===== config.mk =====
export PLATFORM = sky130hd
export DESIGN_NAME = vmrb_ctrl
export DESIGN_NICKNAME = d
export VERILOG_FILES = /design/src/sv/vmrb_pkg.sv /design/src/sv/vmrb_ctrl.sv
export SDC_FILE = /design/constraint.sdc
export NUM_CORES = 1
export LEC_CHECK = 0
export ABC_AREA = 1
export BUFFER_PORTS_ARGS = -buffer_cell sky130_fd_sc_hd__buf_2
export CORE_MARGIN = 1.5
export CORE_UTILIZATION = 40
export DETAILED_ROUTE_END_ITERATION = 8
export PLACE_DENSITY_LB_ADDON = 0.2
export SLEW_MARGIN = 10
export SYNTH_ARGS = -nofsm -noshare
export SYNTH_HDL_FRONTEND = slang
export SYNTH_SLANG_ARGS = --single-unit

===== constraint.sdc =====
create_clock -name clk_i -period 13.63 [get_ports clk_i]
set_input_delay 2.0445 -clock clk_i [delete_from_list [all_inputs] [get_ports clk_i]]
set_output_delay 2.0445 -clock clk_i [all_outputs]
set_load 0.03 [all_outputs]

===== src/sv/vmrb_pkg.sv =====
// ----------------------------------------------------------------------------
// vmrb_pkg: shared types and constants of the message ring buffer
// Item and result layouts, function and status codes, default sizes.
// ----------------------------------------------------------------------------
package vmrb_pkg;

  // Default configuration of the block
  localparam int RING_DEPTH_DEF   = 1024;
  localparam int HEADER_BYTES_DEF = 4;

  // Ring size limits and reset value of the size register
  localparam int MIN_SIZE   = 16;
  localparam int SIZE_RESET = 1024;

  // Field widths
  localparam int FUNC_W   = 2;
  localparam int LEN_W    = 10;
  localparam int BYTE_W   = 8;
  localparam int SIZE_W   = 11;
  localparam int FREE_W   = 10;
  localparam int COUNT_W  = 9;
  localparam int FREE_MAX = 1023;

  // Item function codes (code 3 has no meaning)
  typedef enum logic [FUNC_W-1:0] {
    FUNC_START = 2'd0,
    FUNC_PUSH  = 2'd1,
    FUNC_POP   = 2'd2
  } func_e;

  // Result status codes
  typedef enum logic [1:0] {
    ST_OK      = 2'd0,
    ST_NO_ROOM = 2'd1,
    ST_EMPTY   = 2'd2,
    ST_ORDER   = 2'd3
  } status_e;

  // One input item
  typedef struct packed {
    func_e             func;
    logic [LEN_W-1:0]  length;
    logic [BYTE_W-1:0] data;
  } item_t;

  // Per-item result fields held in the output register
  typedef struct packed {
    status_e           status;
    logic [BYTE_W-1:0] read_byte;
    logic [LEN_W-1:0]  message_length;
    logic              last;
  } result_t;

endpackage


===== src/sv/vmrb_ctrl.sv =====
// ----------------------------------------------------------------------------
// vmrb_ctrl: pointer state and per-item decision logic
// Checks room, advances the write, commit and read pointers, keeps the
// open send and receive, and picks the read addresses for the next item.
// ----------------------------------------------------------------------------
module vmrb_ctrl #(
  parameter int RING_DEPTH   = vmrb_pkg::RING_DEPTH_DEF,
  parameter int HEADER_BYTES = vmrb_pkg::HEADER_BYTES_DEF,
  parameter int PTR_W        = $clog2(RING_DEPTH),
  parameter int LQ_DEPTH     = RING_DEPTH / HEADER_BYTES,
  parameter int LQ_W         = $clog2(LQ_DEPTH)
) (
  input  logic                          clk_i,
  input  logic                          rst_ni,
  // item to process this cycle
  input  logic                          proc_i,
  input  vmrb_pkg::item_t               item_i,
  // configuration write
  input  logic                          cfg_we_i,
  input  logic [vmrb_pkg::SIZE_W-1:0]   cfg_data_i,
  // byte store
  output logic                          ring_we_o,
  output logic [PTR_W-1:0]              ring_waddr_o,
  output logic [vmrb_pkg::BYTE_W-1:0]   ring_wdata_o,
  output logic [PTR_W-1:0]              ring_raddr_o,
  input  logic [vmrb_pkg::BYTE_W-1:0]   ring_rdata_i,
  // message length queue
  output logic                          lq_we_o,
  output logic [LQ_W-1:0]               lq_waddr_o,
  output logic [vmrb_pkg::LEN_W-1:0]    lq_wdata_o,
  output logic [LQ_W-1:0]               lq_raddr_o,
  input  logic [vmrb_pkg::LEN_W-1:0]    lq_rdata_i,
  // results
  output vmrb_pkg::result_t             res_o,
  output logic [vmrb_pkg::FREE_W-1:0]   free_bytes_o,
  output logic [vmrb_pkg::COUNT_W-1:0]  message_count_o
);

  localparam int SW = $clog2(RING_DEPTH + 1);
  localparam int AW = SW + 1;
  localparam int CW = (SW > vmrb_pkg::SIZE_W) ? SW : vmrb_pkg::SIZE_W;
  localparam int FW = ((AW > vmrb_pkg::LEN_W) ? AW : vmrb_pkg::LEN_W) + 1;
  localparam int RESET_SIZE = (vmrb_pkg::SIZE_RESET > RING_DEPTH) ? RING_DEPTH
                                                                   : vmrb_pkg::SIZE_RESET;
  localparam logic [AW-1:0] HDR_INC = AW'(HEADER_BYTES);
  localparam bit HDR_WIDE = (HEADER_BYTES >= 2);

  logic [SW-1:0]                    size_q, size_d;
  logic [PTR_W-1:0]                 wp_q, wp_d;
  logic [PTR_W-1:0]                 cp_q, cp_d;
  logic [PTR_W-1:0]                 rp_q, rp_d;
  logic [vmrb_pkg::COUNT_W-1:0]     stored_q, stored_d;
  logic [vmrb_pkg::LEN_W-1:0]       send_rem_q, send_rem_d;
  logic [vmrb_pkg::LEN_W-1:0]       recv_rem_q, recv_rem_d;
  logic [vmrb_pkg::LEN_W-1:0]       recv_len_q, recv_len_d;
  logic                             send_open_q, send_open_d;
  logic                             recv_open_q, recv_open_d;
  logic [LQ_W-1:0]                  lq_wr_q, lq_wr_d;
  logic [LQ_W-1:0]                  lq_rd_q, lq_rd_d;

  logic [AW-1:0]                    used;
  logic [AW-1:0]                    free_raw;
  logic                             fits;
  logic [FW-1:0]                    free_ext;
  logic [CW-1:0]                    cfg_ext;
  logic [SW-1:0]                    cfg_size;
  logic                             pop_go;
  logic [vmrb_pkg::LEN_W-1:0]       rem_now;
  logic [vmrb_pkg::LEN_W-1:0]       len_now;
  logic [PTR_W-1:0]                 rp_now;

  // Add a small step to a ring pointer, wrapping at the ring size
  function automatic logic [PTR_W-1:0] wrap_add(input logic [PTR_W-1:0] p,
                                                input logic [AW-1:0]    inc,
                                                input logic [SW-1:0]    s);
    logic [AW-1:0] n;
    n = AW'(p) + inc;
    if (n >= AW'(s)) begin
      n = n - AW'(s);
    end
    return n[PTR_W-1:0];
  endfunction

  // Step a length queue pointer
  function automatic logic [LQ_W-1:0] lq_inc(input logic [LQ_W-1:0] p);
    return (p == LQ_W'(LQ_DEPTH - 1)) ? '0 : p + 1'b1;
  endfunction

  // Occupied and free ring bytes
  always_comb begin
    if (wp_q >= rp_q) begin
      used = AW'(wp_q) - AW'(rp_q);
    end else begin
      used = AW'(wp_q) + AW'(size_q) - AW'(rp_q);
    end
    if ((used + 1'b1) >= AW'(size_q)) begin
      free_raw = '0;
    end else begin
      free_raw = AW'(size_q) - 1'b1 - used;
    end
  end

  assign fits = ((FW'(HEADER_BYTES) + FW'(item_i.length)) <= FW'(free_raw)) &&
                (HDR_WIDE || (item_i.length[vmrb_pkg::LEN_W-1:8] == '0));

  // Free payload room after a header, floor zero, saturated
  always_comb begin
    if (free_raw > HDR_INC) begin
      free_ext = FW'(free_raw - HDR_INC);
    end else begin
      free_ext = '0;
    end
    if (free_ext > FW'(vmrb_pkg::FREE_MAX)) begin
      free_bytes_o = vmrb_pkg::FREE_W'(vmrb_pkg::FREE_MAX);
    end else begin
      free_bytes_o = free_ext[vmrb_pkg::FREE_W-1:0];
    end
  end

  assign message_count_o = stored_q;

  // Clamp the configured size into the supported range
  always_comb begin
    cfg_ext = CW'(cfg_data_i);
    if (cfg_ext < CW'(vmrb_pkg::MIN_SIZE)) begin
      cfg_size = SW'(vmrb_pkg::MIN_SIZE);
    end else if (cfg_ext > CW'(RING_DEPTH)) begin
      cfg_size = SW'(RING_DEPTH);
    end else begin
      cfg_size = cfg_ext[SW-1:0];
    end
  end

  // Next state and result of the current item
  always_comb begin
    size_d       = size_q;
    wp_d         = wp_q;
    cp_d         = cp_q;
    rp_d         = rp_q;
    stored_d     = stored_q;
    send_rem_d   = send_rem_q;
    recv_rem_d   = recv_rem_q;
    recv_len_d   = recv_len_q;
    send_open_d  = send_open_q;
    recv_open_d  = recv_open_q;
    lq_wr_d      = lq_wr_q;
    lq_rd_d      = lq_rd_q;
    ring_we_o    = 1'b0;
    ring_waddr_o = wp_q;
    ring_wdata_o = item_i.data;
    lq_we_o      = 1'b0;
    lq_waddr_o   = lq_wr_q;
    lq_wdata_o   = item_i.length;
    res_o        = '0;
    res_o.status = vmrb_pkg::ST_OK;
    pop_go       = 1'b0;
    rem_now      = recv_rem_q;
    len_now      = recv_len_q;
    rp_now       = rp_q;

    if (cfg_we_i) begin
      // Resize empties the ring
      size_d      = cfg_size;
      wp_d        = '0;
      cp_d        = '0;
      rp_d        = '0;
      stored_d    = '0;
      send_rem_d  = '0;
      recv_rem_d  = '0;
      recv_len_d  = '0;
      send_open_d = 1'b0;
      recv_open_d = 1'b0;
      lq_wr_d     = '0;
      lq_rd_d     = '0;
    end else if (proc_i) begin
      case (item_i.func)
        vmrb_pkg::FUNC_START: begin
          if (send_open_q) begin
            res_o.status = vmrb_pkg::ST_ORDER;
          end else if (!fits) begin
            res_o.status = vmrb_pkg::ST_NO_ROOM;
          end else begin
            // Reserve the header, queue the length
            wp_d        = wrap_add(wp_q, HDR_INC, size_q);
            lq_we_o     = 1'b1;
            lq_wr_d     = lq_inc(lq_wr_q);
            send_open_d = 1'b1;
            send_rem_d  = item_i.length;
            if (item_i.length == '0) begin
              cp_d        = wrap_add(wp_q, HDR_INC, size_q);
              stored_d    = stored_q + 1'b1;
              send_open_d = 1'b0;
            end
          end
        end
        vmrb_pkg::FUNC_PUSH: begin
          if (!send_open_q || (send_rem_q == '0)) begin
            res_o.status = vmrb_pkg::ST_ORDER;
          end else begin
            ring_we_o  = 1'b1;
            wp_d       = wrap_add(wp_q, AW'(1), size_q);
            send_rem_d = send_rem_q - 1'b1;
            if (send_rem_q == vmrb_pkg::LEN_W'(1)) begin
              cp_d        = wrap_add(wp_q, AW'(1), size_q);
              stored_d    = stored_q + 1'b1;
              send_open_d = 1'b0;
            end
          end
        end
        vmrb_pkg::FUNC_POP: begin
          if (recv_open_q) begin
            pop_go = 1'b1;
          end else if ((stored_q == '0) || (rp_q == cp_q)) begin
            res_o.status = vmrb_pkg::ST_EMPTY;
          end else begin
            // Open the oldest message: skip its header, take its length
            pop_go      = 1'b1;
            len_now     = lq_rdata_i;
            rem_now     = lq_rdata_i;
            rp_now      = wrap_add(rp_q, HDR_INC, size_q);
            lq_rd_d     = lq_inc(lq_rd_q);
            recv_len_d  = lq_rdata_i;
            recv_open_d = 1'b1;
          end
          if (pop_go) begin
            res_o.message_length = len_now;
            if (rem_now == '0) begin
              res_o.last  = 1'b1;
              rp_d        = rp_now;
              recv_rem_d  = rem_now;
              recv_open_d = 1'b0;
              if (stored_q != '0) begin
                stored_d = stored_q - 1'b1;
              end
            end else begin
              res_o.read_byte = ring_rdata_i;
              rp_d            = wrap_add(rp_now, AW'(1), size_q);
              recv_rem_d      = rem_now - 1'b1;
              if (rem_now == vmrb_pkg::LEN_W'(1)) begin
                res_o.last  = 1'b1;
                recv_open_d = 1'b0;
                if (stored_q != '0) begin
                  stored_d = stored_q - 1'b1;
                end
              end
            end
          end
        end
        default: begin
          res_o.status = vmrb_pkg::ST_ORDER;
        end
      endcase
    end
  end

  // Prefetch the next payload byte and the oldest queued length
  assign ring_raddr_o = recv_open_d ? rp_d : wrap_add(rp_d, HDR_INC, size_d);
  assign lq_raddr_o   = lq_rd_d;

  // State registers
  always_ff @(posedge clk_i or negedge rst_ni) begin
    if (!rst_ni) begin
      size_q      <= SW'(RESET_SIZE);
      wp_q        <= '0;
      cp_q        <= '0;
      rp_q        <= '0;
      stored_q    <= '0;
      send_rem_q  <= '0;
      recv_rem_q  <= '0;
      recv_len_q  <= '0;
      send_open_q <= 1'b0;
      recv_open_q <= 1'b0;
      lq_wr_q     <= '0;
      lq_rd_q     <= '0;
    end else begin
      size_q      <= size_d;
      wp_q        <= wp_d;
      cp_q        <= cp_d;
      rp_q        <= rp_d;
      stored_q    <= stored_d;
      send_rem_q  <= send_rem_d;
      recv_rem_q  <= recv_rem_d;
      recv_len_q  <= recv_len_d;
      send_open_q <= send_open_d;
      recv_open_q <= recv_open_d;
      lq_wr_q     <= lq_wr_d;
      lq_rd_q     <= lq_rd_d;
    end
  end

  // Pointers stay inside the configured ring
  a_ptr_range: assert property (@(posedge clk_i) disable iff (!rst_ni)
    (AW'(wp_q) < AW'(size_q)) && (AW'(rp_q) < AW'(size_q)) && (AW'(cp_q) < AW'(size_q)))
    else $error("ring pointer beyond ring size");

  // An open send always has payload still owed
  a_send_rem: assert property (@(posedge clk_i) disable iff (!rst_ni)
    send_open_q |-> (send_rem_q != '0))
    else $error("open send with no bytes remaining");

  // With no send open every written byte is committed
  a_commit: assert property (@(posedge clk_i) disable iff (!rst_ni)
    !send_open_q |-> (wp_q == cp_q))
    else $error("uncommitted bytes with no send open");

endmodule

After elaboration in Yosys (flattened, before gate mapping)
Index checks and enable logic that the tools add are counted.
{"block": "op_classes", "addsub": 24, "magnitude_cmp": 12, "n_eq_ne": 15, "muxes": 123, "n_reduce_logical": 23}
{"cell": "2-to-1 mux 10 bit", "n": 49}
{"cell": "2-to-1 mux 8 bit", "n": 13}
{"cell": "2-to-1 mux 9 bit", "n": 11}
{"cell": "case mux 10 bit (2 select lines)", "n": 3}
{"cell": "greater-or-equal comparator 11 bit", "n": 5}
{"cell": "subtractor 10 bit", "n": 5}
{"cell": "2-to-1 mux 21 bit", "n": 2}
{"cell": "2-to-1 mux 19 bit", "n": 2}
{"cell": "adder 10 x 3 -> 11 bit (second input constant)", "n": 3}
{"cell": "2-to-1 mux 11 bit", "n": 3}
{"cell": "zero test 10 bit", "n": 3}
{"cell": "2-to-1 mux 1 bit", "n": 30}
{"cell": "case mux 9 bit (3 select lines)", "n": 1}
{"cell": "2-to-1 mux 12 bit", "n": 2}
{"cell": "adder 10 x 1 -> 11 bit (second input constant)", "n": 2}
{"cell": "== test 10 x 1 -> 1 bit (second input constant)", "n": 2}
{"cell": "subtractor 10 x 1 -> 10 bit (second input constant)", "n": 2}
{"cell": "inequality test 3 bit (second input constant)", "n": 6}
{"cell": "adder 8 x 1 -> 8 bit (second input constant)", "n": 2}
{"cell": "== test 8 bit (second input constant)", "n": 2}
{"cell": "greater-than comparator 13 x 10 -> 1 bit (second input constant)", "n": 1}
{"cell": "2-to-1 mux 13 bit", "n": 1}
{"cell": "subtractor 12 x 3 -> 13 bit (second input constant)", "n": 1}
{"cell": "adder 10 x 11 -> 12 bit", "n": 1}
{"cell": "other kinds (36)", "n": 45}
{"block": "totals", "reg_bits": 98, "inputBits": 53, "output_inout_bits": 96, "wordCells": 209}

Longest topological paths before layout
Gate-level depths: netlist of run 1.
{"block": "depth", "ltp_word": 20, "mapped_depth": 56, "ltp_nobuf": 54}

Worst setup path before layout of run 1
OpenSTA, ideal clock, no wires.
{"block": "synth_timing", "path_kind": "register to output", "start": "reg rp_q[4]", "end": "out ring_raddr_o[2]", "arrival_ns": 7.412, "required_time_ns": 11.585, "path_slack_ns": 4.174, "stages_incl_launch_ff": 51, "path_buffers": 2, "path_cell_list": "dfrtp_1 > buf_2 > nand3_1 > nor2_1 > nand3_1 > nor2_1 > xor2_1 > ha_1 > nand2_1 > inv_1 > a21oi_1 > nand2_1 > nor2_1 > nand2_1 > nand3_1 > o21ai_0 > inv_1 > ha_1 > (+15 left out) > nand2_1 > nand2_1 > nand2_1 > inv_1 > ha_1 > xor2_1 > inv_1 > ha_1 > nand2_1 > o21ai_0 > a21oi_1 > o21ai_0 > a21oi_1 > o21bai_1 > a21oi_1 > nand2_1 > nor2_1 > a221oi_1"}
{"block": "synth_between", "elab_chain_cells": 20, "elab_cells_between_ends": 43, "cone_classes": "add/sub (6); order compare (3); eq/ne (2); mux (30); reduce/logical (2)"}
{"item": "start, declared", "line": "vmrb_ctrl.sv:51", "source": "logic [PTR_W-1:0] rp_q, rp_d;"}
{"item": "start signal, assigned", "line": "vmrb_ctrl.sv:279", "source": "rp_q <= rp_d;"}
{"item": "adder 10 x 3 -> 11 bit", "line": "vmrb_ctrl.sv:77", "source": "n = AW'(p) + inc;"}
{"item": "greater-or-equal comparator 11 bit or subtractor 10 bit (tied branches)", "line": "vmrb_ctrl.sv:78, vmrb_ctrl.sv:79"}
{"item": "2-to-1 mux 10 bit", "line": "vmrb_ctrl.sv:78", "source": "if (n >= AW'(s)) begin"}
{"item": "2-to-1 mux 10 bit", "line": "vmrb_ctrl.sv:213", "source": "end else if ((stored_q == '0) || (rp_q == cp_q)) begin"}
{"item": "2-to-1 mux 10 bit", "line": "vmrb_ctrl.sv:211", "source": "if (recv_open_q) begin"}
{"item": "2-to-1 mux 10 bit", "line": "vmrb_ctrl.sv:176", "source": "case (item_i.func)"}
{"item": "2-to-1 mux 10 bit", "line": "vmrb_ctrl.sv:175", "source": "end else if (proc_i) begin"}
{"item": "2-to-1 mux 10 bit", "line": "vmrb_ctrl.sv:161", "source": "if (cfg_we_i) begin"}
{"item": "(+5 left out)"}
{"item": "2-to-1 mux 10 bit *", "line": "vmrb_ctrl.sv:176"}
{"item": "2-to-1 mux 10 bit *", "line": "vmrb_ctrl.sv:175"}
{"item": "2-to-1 mux 10 bit *", "line": "vmrb_ctrl.sv:161"}
{"item": "named net rp_d[3]", "line": "vmrb_ctrl.sv:51"}
{"item": "adder 10 x 3 -> 11 bit *", "line": "vmrb_ctrl.sv:77"}
{"item": "greater-or-equal comparator 11 bit *", "line": "vmrb_ctrl.sv:78"}
{"item": "2-to-1 mux 10 bit *", "line": "vmrb_ctrl.sv:78"}
{"item": "2-to-1 mux 10 bit *", "line": "vmrb_ctrl.sv:257", "source": "assign ring_raddr_o = recv_open_d ? rp_d : wrap_add(rp_d, HDR_INC, size_d);"}
{"item": "end, declared", "line": "vmrb_ctrl.sv:25", "source": "output logic [PTR_W-1:0] ring_raddr_o,"}
The timed path passes the listed nets; every way through them passes the cells marked *. The select of a mux whose other input is x is not followed.

Final worst setup path of run 1
{"block": "layout_timing", "start": "reg rp_q[3]", "end": "out ring_raddr_o[2]"}
{"block": "layout_between", "elab_chain_cells": 20, "elab_cells_between_ends": 43, "cone_classes": "add/sub (6); order compare (3); eq/ne (2); mux (30); reduce/logical (2)"}
{"item": "adder 10 x 3 -> 11 bit", "line": "vmrb_ctrl.sv:77"}
{"item": "subtractor 10 bit or greater-or-equal comparator 11 bit (tied branches)", "line": "vmrb_ctrl.sv:79, vmrb_ctrl.sv:78"}
{"item": "2-to-1 mux 10 bit", "line": "vmrb_ctrl.sv:78"}
{"item": "2-to-1 mux 10 bit", "line": "vmrb_ctrl.sv:213"}
{"item": "2-to-1 mux 10 bit", "line": "vmrb_ctrl.sv:211"}
{"item": "2-to-1 mux 10 bit", "line": "vmrb_ctrl.sv:176"}
{"item": "2-to-1 mux 10 bit", "line": "vmrb_ctrl.sv:175"}
{"item": "2-to-1 mux 10 bit", "line": "vmrb_ctrl.sv:161"}
{"item": "(+5 left out)"}
{"item": "2-to-1 mux 10 bit", "line": "vmrb_ctrl.sv:176"}
{"item": "2-to-1 mux 10 bit *", "line": "vmrb_ctrl.sv:175"}
{"item": "2-to-1 mux 10 bit *", "line": "vmrb_ctrl.sv:161"}
{"item": "named net rp_d[3]", "line": "vmrb_ctrl.sv:51"}
{"item": "adder 10 x 3 -> 11 bit *", "line": "vmrb_ctrl.sv:77"}
{"item": "greater-or-equal comparator 11 bit *", "line": "vmrb_ctrl.sv:78"}
{"item": "2-to-1 mux 10 bit *", "line": "vmrb_ctrl.sv:78"}
{"item": "2-to-1 mux 10 bit *", "line": "vmrb_ctrl.sv:257"}
Marks and branches as above.

==> results of run 1 <==
-- per-layer routing --
| metal | wire, um | GRT usage |
|---|---|---|
| met1 | 20500 | 0.356 |
| met2 | 19100 | 0.414 |
| met3 | 2870 | 0.0292 |
| met4 | 915 | 0.0671 |
| met5 | 0 | 0 |
-- logic make-up after synthesis --
group,after synthesis
adder cells (fa/ha/maj),152
flip-flops,98
AND/OR/NAND/NOR,928
AO/OA/AOI/OAI,376
buffers and inverters,410
XOR/XNOR,102
-- Yosys cell counts (19+ instances only) --
cell / number / share of area
nand2_1: 460 / 0.13
inv_1: 332 / 0.093
nor2_1: 195 / 0.055
nand3_1: 142 / 0.053
ha_1: 134 / 0.13
a21oi_1: 123 / 0.046
dfrtp_1: 97 / 0.18
o21ai_0: 95 / 0.036
xor2_1: 84 / 0.055
nor3_1: 35 / 0.013
o21ai_1: 29 / 0.011
buf_4: 21 / 0.012
nand2_2: 19 / 0.0089
-- per-stage QoR --
step                cell area [um2]  hold slack, ps   util
finish                        14600             486  0.446
global route                  14600             514  0.446
CTS                           14600             485  0.446
detailed placement            14300             469  0.437
global placement              14300             462  0.437
floorplan                     13400             447      -
-- registers in the layout (all words and copies together) (netlist names) --
signal	cells
lq_waddr_o	8
lq_rd_q	8
recv_open_q	1
recv_len_q	10
rp_q	10
ring_waddr_o	10
send_open_q	1
message_count_o	9
size_q	11
recv_rem_q	10
cp_q	10
send_rem_q	10
-- worst min path at each step --
stage                                 to  slack (ps)  cells past startpoint
6_report       recv_rem_q[6]$_DFFE_PN0P_         490                      2
3_3_place_gp   recv_rem_q[6]$_DFFE_PN0P_         460                      2
5_1_grt        recv_rem_q[6]$_DFFE_PN0P_         510                      2
2_1_floorplan  recv_rem_q[6]$_DFFE_PN0P_         450                      2
4_1_cts        recv_rem_q[6]$_DFFE_PN0P_         480                      2
3_5_place_dp   recv_rem_q[6]$_DFFE_PN0P_         470                      2
-- worst min-delay path, stage by stage (launching register included) --
cell	delay [ps]
dfrtp_1	340
nand2_1	50
o41ai_1	60
-- area by class of cell --
type                            instances  area share
Clock buffer                           10      0.0157
Tap cell                              442      0.0378
Multi-Input combinational cell       1558       0.633
Antenna cell                            1    0.000171
Timing Repair Buffer                  143      0.0510
Clock inverter                          6     0.00445
Sequential cell                        98       0.168
Inverter                              352      0.0903
==> out/metrics.cfg, run 1 <==
[clock_tree]
cts.sinks = 98
cts_tree = done
numCtsBuffers = 9
worstSkewPairLatency_ps = 370
cts_buffer_depth = 2
h-tree-depth = 3
clkTransAtPathRegs_ps = 80
cts_setup_buffers = 0
ctsResizeCount = 0
cts-root-buf = clkbuf_16
postCtsHoldBufs = 0

[worst_setup_path]
ff2ff_setup_slack_ps = 5300
path_depth = 49
end_kind = output pin
worstSetupPathType = flop to output pin
cpPeakStageDelay_ps = 540
cp-endpoint = ring_raddr_o[2]
cp_common_cell = nand2_1
critPathArrivalTime_ps = 8990
r2r_start = size_q[1]$_DFF_PN0_
critPathRequiredTime_ps = 11590
critPathLaunch = rp_q[3]$_DFF_PN0_
cp_top_family = simple AND/OR/NAND/NOR gates
cp_slowest_cell = dfrtp_1
r2r.worst_path.cells = 38
critPathLaunchType = flop
critPathBufInv = 7
timing.rr.end = ring_waddr_o[0]$_DFFE_PN0P_
cp_max_fo = 20

[cells_and_area]
final_common_cell = nand2_1
area_growth_pct = 9.21
regArea_um2 = 2450
finalNetCount = 2367
drive_gt1_frac = 0.118
stdcell_count = 2610
multi_input_area_um2 = 9250
final_cell_mix = nand2_1, inv_1, nor2_1, nand3_1, ha_1
fillerInstances = 3515

[place]
dp_cells = 2593
numPortBuffers = 132
dp_hpwl_mm = 34.5
pre_cts_ws_ps = 3170
gp_congestion = 0.930

[die]
core_area_um2 = 32800
top_level_ports = 149
fp.dieW_um = 186
die_y_um = 186
rows = 66
die_area_um2 = 34600
initial_core_util = 0.408

[timing]
finalCriticalPeriod_ps = 11030
max_freq_ghz = 0.0906
fin_worst_skew_ps = 16.5
rsz0062_at_grt = no
timing.final.crit_share = 0.809
hold_viol_final = 0
worstMarginPinSlew_ps = 883
finalSetupViolCount = 0
drv_slew = 0
maxSlewHeadroom = 0.406
tns_ps = 0
worst_slack_ps = 2600

[detailed_routing]
drc_errors = 0
drt_iter0_markers = 918
wl_mm = 43.5
drtAntennaViolNets = 0
viasPerCell = 5.24
vias = 13700
wl_per_cell_um = 16.6
firstDrtPassIters = 8

[synth]
async_flop_share = 1.00
ys_types = 63
syn_nets = 2271
synth_cells = 2066
synth_ff_type = dfrtp_1
synth_fa_ha_area_frac = 0.152
synth_seq_cells = 98
synth_edf_count = 0
yosysWarnings = 0
synth_mux_area_frac = 0
synth_top_family_by_area = simple AND/OR/NAND/NOR gates
synth.cell_area_um2 = 13400
seq_area_frac_synth = 0.183
syn_area_per_cell_um2 = 6.48
synth_compound_area_frac = 0.168
synth_xor_area_frac = 0.0667
yosys.area_share.simple = 0.305

[grt]
grt_usage = 0.254
grt_pass1_wl_mm = 68.7
gr-total-overflow = 0
antenna_found_initial = 2
grt_pass1_vias = 12800
grt_max_degree = 53

[hold_path]
hp-class = flop to flop
min_from = recv_rem_q[6]$_DFFE_PN0P_

[job]
drv_cap = 0

[status]
status = complete, no violations

Power of run 1 is not shown: default switching activity piles up to over one toggle a cycle in this logic, so the estimate is an artifact.
==> run 2: changes to the inputs <==
- clock period: 13.63 -> 10.6 ns (I/O delays scaled with it)
==> out/metrics.cfg, run 2 (same netlist as run 1, synthesis figures left out) <==
[cells_and_area]
largest_reg_flops = 11  ; unchanged
post-route-util = 0.450  ; +0.00370
final_cell_mix = nand2_1, inv_1, nor2_1, nand3_1, ha_1
finalNetCount = 2380  ; +0.55%
area_growth_pct = 10.1
top_register = size_q
final_common_cell = nand2_1
drive_gt1_frac = 0.128  ; +0.00985
fillerInstances = 3478  ; -1.1%

[timing]
tns_ps = 0  ; unchanged
timing.final.crit_share = 0.928
worstMarginPinSlew_ps = 912  ; +29.3 ps
fin_worst_skew_ps = 11.0  ; -5.55 ps
drv_slew = 0  ; unchanged
rsz0062_at_grt = no
finalSetupViolCount = 0  ; unchanged
finalCriticalPeriod_ps = 9830
fin_hold_ws_ps = 491  ; +4.58 ps
maxSlewHeadroom = 0.392  ; -0.0145
max_freq_ghz = 0.102
hold_viol_final = 0  ; unchanged

[status]
status = complete, no violations

[worst_setup_path]
critPathLaunchType = flop
worstSetupPathType = flop to output pin
cp_common_cell = nand2_1
end_kind = output pin
cpPeakStageDelay_ps = 480  ; -60 ps
critPathRequiredTime_ps = 9010  ; -2580 ps
cp_max_fo = 20  ; unchanged
critPathArrivalTime_ps = 8240  ; -750 ps
cp_slowest_cell = dfrtp_2

[detailed_routing]
wl_per_cell_um = 16.8  ; +1.1%
drt_iter0_markers = 1103  ; +20%
vias = 13800  ; +0.83%
drtAntennaViolNets = 0  ; unchanged
wl_mm = 44.2  ; +1.7%
drc_errors = 0  ; unchanged
firstDrtPassIters = 5  ; -3
viasPerCell = 5.25  ; +0.21%

[die]
die_area_um2 = 34600  ; unchanged
initial_core_util = 0.408  ; unchanged
die_y_um = 186  ; unchanged
rows = 66  ; unchanged
top_level_ports = 149  ; unchanged
core_area_um2 = 32800  ; unchanged
fp.dieW_um = 186  ; unchanged

[grt]
busiest_layer = met2
gr-total-overflow = 0  ; unchanged
grt_max_degree = 69  ; +30%
antenna_found_initial = 5  ; +3
grt_usage = 0.257  ; +0.00280
grtUsageMet2 = 0.415  ; +0.00119
grt_pass1_wl_mm = 68.9  ; +0.29%
grt_pass1_vias = 12800  ; -0.10%
use_met3 = 0.0317  ; +0.00254
use_met1 = 0.360  ; +0.00414

[clock_tree]
h-tree-depth = 3  ; unchanged
cts_buffer_depth = 2  ; unchanged
cts.sinks = 98  ; unchanged
worstSkewPairLatency_ps = 360  ; about the same
numCtsBuffers = 9  ; unchanged
cts_tree = done
cts-root-buf = clkbuf_16
postCtsHoldBufs = 0  ; unchanged
clkTransAtPathRegs_ps = 70  ; about the same

[job]
drv_cap = 0  ; unchanged

[hold_path]
hp-class = flop to flop

[place]
numPortBuffers = 132  ; unchanged
gp_congestion = 0.937  ; +0.67%
dp_hpwl_mm = 35.2  ; +2.0%

## run 2: repair_timing
item / in CTS / in global routing
gates resized for setup: 0 / 14
setup buffers: 0 / 3
endpoints found under the setup margin: 0 / 10
## run 2: final cells by class
type | count | area (um2) | area share
multi-input cells | 1558 | 9270 | 0.629
flip-flops and latches | 98 | 2460 | 0.167
inverters | 352 | 1330 | 0.0899
repair buffers | 156 | 846 | 0.0574
well taps | 442 | 553 | 0.0375
clock buffers | 10 | 239 | 0.0162
clock inverters | 6 | 41.3 | 0.00280
diodes | 4 | 10.0 | 0.000679
## run 2: per-layer routing
metal  part of all wire  vias to the layer above
li1                   -                     6936
met1               0.47                     6358
met2               0.44                      436
met3              0.068                       57
met4              0.024                        2
met5            0.00029                        -
## run 2: worst paths after layout
check	start	endpoint	slack (ps)	cells past startpoint
hold / removal	recv_rem_q[4]$_DFFE_PN0P_	recv_rem_q[4]$_DFFE_PN0P_	490	2
min in group asynchronous	rst_ni	message_count_o[6]$_DFFE_PN0P_	1160	1
hold reg to reg	recv_rem_q[4]$_DFFE_PN0P_	recv_rem_q[4]$_DFFE_PN0P_	490	2
max in group asynchronous	rst_ni	rp_q[5]$_DFF_PN0_	8120	2
setup reg to reg	ring_waddr_o[1]$_DFFE_PN0P_	ring_waddr_o[8]$_DFFE_PN0P_	2690	38
setup / recovery	rp_q[2]$_DFF_PN0_	ring_raddr_o[0]	770	50
## run 2: stage by stage
step                      cells  worst slack (ps)  area [um2]
after floorplan            2066              1600       13400
after global placement     2603              1020       14400
after detailed placement   2603               862       14400
after CTS                  2619               421       14700
after global routing       2625              15.5       14700
final                      2626               768       14700
## run 2: worst max-delay path, delay by kind of cell, from the launching register on
| family | cells | cell delay, ps |
|---|---|---|
| adders and majority gates | 5 | 1490 |
| DFF | 1 | 480 |
| xor gates and xnor gates | 2 | 470 |
| and+or+nand+nor | 25 | 2700 |
| buffers and inverters | 9 | 1430 |
| AOI/OAI and AO/OA | 9 | 1320 |
Power of run 2 is left out for the same reason.
